`src/hw/rtl/srsa_pkg.sv`:
```
package srsa_pkg;

   localparam int ACC_DEPTH_DEFAULT = 1024;

   localparam int ACTIVE_COLS_WIDTH = 11;
   localparam logic [ACTIVE_COLS_WIDTH-1:0] ACTIVE_COLS_RESET = 11'd1024;

   localparam logic [1:0] CMD_ACCUMULATE = 2'd0;
   localparam logic [1:0] CMD_READ       = 2'd1;
   localparam logic [1:0] CMD_READ_CLEAR = 2'd2;

   localparam logic [1:0] STATUS_OK      = 2'd0;
   localparam logic [1:0] STATUS_INVALID = 2'd1;
   localparam logic [1:0] STATUS_SKIPPED = 2'd2;

   typedef struct packed {
      logic [1:0]         command;
      logic signed [7:0]  scale;
      logic [15:0]        col_index;
      logic signed [7:0]  value;
      logic               last_in_row;
   } req_item_type;

   typedef struct packed {
      logic [1:0]         status;
      logic signed [31:0] read_value;
   } rsp_item_type;

   typedef struct packed {
      logic clear_step;
      logic load_item;
      logic lookup;
      logic commit;
   } dp_cmd_type;

   typedef struct packed {
      logic clear_done;
      logic out_free;
   } dp_status_type;

endpackage

```
`src/hw/rtl/srsa_ctrl.sv`:
```
module srsa_ctrl
   import srsa_pkg::*;
(
   input  logic          clock,
   input  logic          reset,
   input  logic          req_valid,
   output logic          req_stall,
   input  dp_status_type dp_status,
   output dp_cmd_type    dp_cmd
);

   typedef enum logic [1:0] {
      ST_CLEAR,
      ST_IDLE,
      ST_LOOKUP,
      ST_COMMIT
   } state_type;

   state_type state_ff;

   always_ff @(posedge clock) begin
      if (reset) begin
         state_ff <= ST_CLEAR;
      end else begin
         unique case (state_ff)
            ST_CLEAR: begin
               if (dp_status.clear_done) begin
                  state_ff <= ST_IDLE;
               end
            end
            ST_IDLE: begin
               if (req_valid) begin
                  state_ff <= ST_LOOKUP;
               end
            end
            ST_LOOKUP: begin
               state_ff <= ST_COMMIT;
            end
            ST_COMMIT: begin
               if (dp_status.out_free) begin
                  state_ff <= ST_IDLE;
               end
            end
            default: begin
               state_ff <= ST_CLEAR;
            end
         endcase
      end
   end

   assign req_stall = (state_ff != ST_IDLE);

   always_comb begin
      dp_cmd.clear_step = (state_ff == ST_CLEAR);
      dp_cmd.load_item  = (state_ff == ST_IDLE) && req_valid;
      dp_cmd.lookup     = (state_ff == ST_LOOKUP);
      dp_cmd.commit     = (state_ff == ST_COMMIT) && dp_status.out_free;
   end

endmodule

```
`config.mk`:
```
export PLATFORM = sky130hd
export DESIGN_NAME = srsa_ctrl
export DESIGN_NICKNAME = d
export VERILOG_FILES = /design/src/hw/rtl/srsa_pkg.sv /design/src/hw/rtl/srsa_ctrl.sv
export SDC_FILE = /design/constraint.sdc
export NUM_CORES = 1
export LEC_CHECK = 0
export BUFFER_PORTS_ARGS = -buffer_cell sky130_fd_sc_hd__buf_2
export CORE_AREA = 4 4 41 43
export CTS_CLUSTER_SIZE = 20
export DETAILED_ROUTE_END_ITERATION = 10
export DIE_AREA = 0 0 45 47
export PLACE_DENSITY = 0.41
export SYNTH_ARGS = -nofsm -noshare
export SYNTH_HDL_FRONTEND = slang
export SYNTH_SLANG_ARGS = --single-unit
```
`constraint.sdc`:
```
create_clock -name clock -period 1.93 [get_ports clock]
set_input_delay 0.386 -clock clock [delete_from_list [all_inputs] [get_ports clock]]
set_output_delay 0.386 -clock clock [all_outputs]
set_load 0.1 [all_outputs]
```
---- Word-level counts from Yosys, hierarchy flattened ----
Index checks and enable logic that the tools add are counted.
word-level totals
  register bits after elaboration ......... 2
  latch bits .............................. 0
  bits in writable memories ............... 0
  ROM bits ................................ 0
  bits of input ports ..................... 5
  word-level logic and storage cells ...... 16
  memories kept ........................... 0
cells by class
  add/subtract/negate cells ............... 0
  $mul .................................... 0
  divide/modulo/power cells ............... 0
  $lt $le $gt $ge ......................... 0
  eq/ne operators ......................... 7
  shift-type cells ........................ 0
  multiplexer cells ....................... 4
  bitwise operators ....................... 0
  reduce and logical (&&, ||, !) cells .... 4
operators by type and width
  operator                                                                 count
  2-bit one-hot mux with 4 select lines                                    1
  2-bit 2-to-1 mux                                                         3
  2-bit inequality test, second input constant                             3
  2-bit equality test, second input constant                               2
  3-bit AND reduction                                                      1
  2-bit by 1-bit equality test with 1-bit output, second input constant    1
  1-bit logical AND                                                        2
  2-bit logical NOT                                                        1
  2-bit by 1-bit inequality test with 1-bit output, second input constant  1

---- Depth between registers and ports, before layout ----
  word-level depth ........................ 3
  gate-level depth with buffers ........... 4

---- Worst setup path before layout ----
No wires, ideal clock.
  path kind ............................... reg-to-output
  from .................................... register state_ff[1]
  to ...................................... output dp_cmd[2] (netlist bit)
  data arrival time ....................... 2.356 ns
  required time ........................... 1.544 ns
  slack ................................... -0.812 ns
  stages on the path, launching flop included .. 5
  path buffers ............................ 0
  path through ............................ dfxtp_1 -> inv_1 -> ha_1 -> inv_1 -> nor2_1
RTL lines
  what                    RTL line         source
  from (decl)             srsa_ctrl.sv:19  state_type state_ff;
  from (signal assigned)  srsa_ctrl.sv:23  state_ff <= ST_CLEAR;
  from (signal assigned)  srsa_ctrl.sv:28  state_ff <= ST_IDLE;
  from (signal assigned)  srsa_ctrl.sv:33  state_ff <= ST_LOOKUP;
  to (decl)               srsa_ctrl.sv:9   output dp_cmd_type dp_cmd

==> impl_results.md <==
- Outcome: finished clean
- Period utilisation layout: 92.2%
- Register bit total from synthesis: 2
- Final TNS setup: 0 ns
- CTS root buffer: clkbuf_4
- WL final: 372 microns
- DR DRC count: 0
- FP Rows: 13
- Port Buf Inserts: 9
- HP Class: input pin to flop
- Footprint of the multi-input gates: 120 sq um
- Drt wl/cell: 7.75 microns
- Synth Cell Area: 175 sq um
- Largest registers: state_ff: 2 flops
- Compound-gate portion of the synthesized area: 5.71%
- Final Hold Viols: 0
- Postcts setup bufs: 0
- Max-Slew Margin vs Limit: 67.4%
- Final setup viols: 0
- DR iter-0 viols: 4
- Startpoint Class: flop
- Crit path top cell by count: inv_1
- Chip height: 47 microns
- GP Congestion: 0.713
- Grt total ovfl: 0
- Fillers: 152
- CP Max Fanout: 4
- Mean post-synth cell area: 8.34 sq um
- Max Slew Vio Count: 0
- DIE WIDTH: 45 microns
- Mapped Cells: 21
- Die area: 2120 sq um
- HPWL Detailed: 322 microns
- Register cell area after layout: 40.0 sq um
- Post-CTS Resized: 0
- Clock Pin Slew Worst Setup and Hold Paths: 0.03 ns
- Tmin final: 1.78 ns
- Initial Util: 13.5%
- Synth unique cells: 9
- Clock Skew: 0.00345 ns
- Worst setup EP type: primary output
- Vias in the first global route: 172
- CP required: 1.54 ns
- # Max-Cap Violations: 0
- Clk_lat worst skew: 0.22 ns
- Worst path arrival time: 1.39 ns
- Top reg by flops: state_ff
- Core area: 1300 sq um
- Max reg flops: 2
- Num CTS Buffers: 3
- Mux contribution to synthesized area: 12.1%
- Worst Tran Pin Value: 0.493 ns
- Drt pass-1 iters: 4
- TritonCTS clock tree: yes
- Cells along the critical path: inv_1 > ha_1 > inv_1 > nor2_4 > buf_2
- Type of the worst setup path: flop to primary output
- CP peak stage delay: 0.42 ns
- First-pass GRT wire length: 696 microns
- Hold-fix buffers, CTS: 0
- Largest family of logic cells by synthesized area: adder cells
- ANT cells: 0
- Placed Area: 246 sq um
- Xor/xnor share of the synthesized area: 0%
- RSZ-0062 raised after global routing: no
- Maximum clock path buffer count: 2
- H-tree level count: 1
- Initial antenna violation count: 0
- Layout cells sized above 1: 42.4%
- Largest net degree at the start of global routing: 5
- Post-Synth Adder-Cell Area: 28.6%
- GRT Util Overall: 4.81%
- CTS Sinks: 2
- Syn. warnings: 0
- Routed vias: 167
- P&R area growth vs syn: 55.0%
- Post-route cell area: 272 sq um
- Max stage delay cell, worst path: buf_2
- Syn Nets: 30
- Vias/cell: 3.48
- Seq/Total Area, Yosys: 22.9%
- Nets: 44
- Post-route ant nets: 0
- Peak Freq: 562 MHz
- Synth Area in Simple Gates: 17.9%
- # IOs: 10
[routing by layer]
layer	up-vias	global-route usage [%]	share of wire (%)
li1	89	-	-
met1	68	5.66	56
met2	10	5.65	31
met3	0	3.83	13
met4	0	3.51	0
met5	-	0	0
[path summary, 6_finish.rpt]
path	end	slack [ns]	from	depth (start not counted)
setup / recovery	dp_cmd[2]	0.15	state_ff[1]$_SDFFE_PP0P_	5
hold reg to reg	state_ff[1]$_SDFFE_PP0P_	0.51	state_ff[1]$_SDFFE_PP0P_	2
hold / removal	state_ff[1]$_SDFFE_PP0P_	0.48	reset	3
setup reg to reg	state_ff[0]$_SDFFE_PP0P_	0.34	state_ff[1]$_SDFFE_PP0P_	4
[through the flow]
step / utilization, % / setup slack (ns) / hold WS [ns] / std cells
after floorplan: - / -0.0530 / 0.481 / 21
after global placement: 18.9 / 0.315 / 0.540 / 45
after detailed placement: 18.9 / 0.313 / 0.520 / 45
after CTS: 20.7 / 0.0940 / 0.476 / 48
after global routing: 20.9 / 0.00546 / 0.506 / 48
final: 20.9 / 0.150 / 0.482 / 48
[area by class of cell]
class                      instances  area share [%]
sequential                         2            14.7
tap                               15            6.91
timing repair buffer               9            17.5
inverter                           6            8.29
multi-input combinational         13            44.2
clock buffer                       3            8.29
[kinds of logic after synthesis]
kind of cell / Yosys count
adders and majority gates: 4
AOI/OAI and AO/OA: 1
and+or+nand+nor: 6
muxes: 2
buffers and inverters: 6
DFF: 2
[layout by cell type (no fill, tap or decap)]
master and n:
a222oi_1 1, and2_2 1, buf_2 8, clkbuf_4 4
dfxtp_1 2, ha_1 4, inv_1 6, mux2_1 1
mux2i_1 1, nand2b_1 2, nor2_1 2, nor2_4 1
[worst max-delay path, delay by kind of cell, from the launching register on]
| family | cells | cell delay [ns] |
|---|---|---|
| DFF | 1 | 0.33 |
| and+or+nand+nor | 1 | 0.07 |
| buffers and inverters | 3 | 0.59 |
| adders and majority gates | 1 | 0.19 |
[Yosys cell counts (all sizes together)]
master,instances,area [sq um]
nand2b,2,12.5
mux2i,1,10.0
nor2,3,11.3
and2,1,7.51
ha,4,50.1
mux2,1,11.3
dfxtp,2,40.0
a222oi,1,10.0
inv,6,22.5
Power is not shown: default switching activity piles up to over one toggle a cycle in this logic, so the estimate is an artifact.
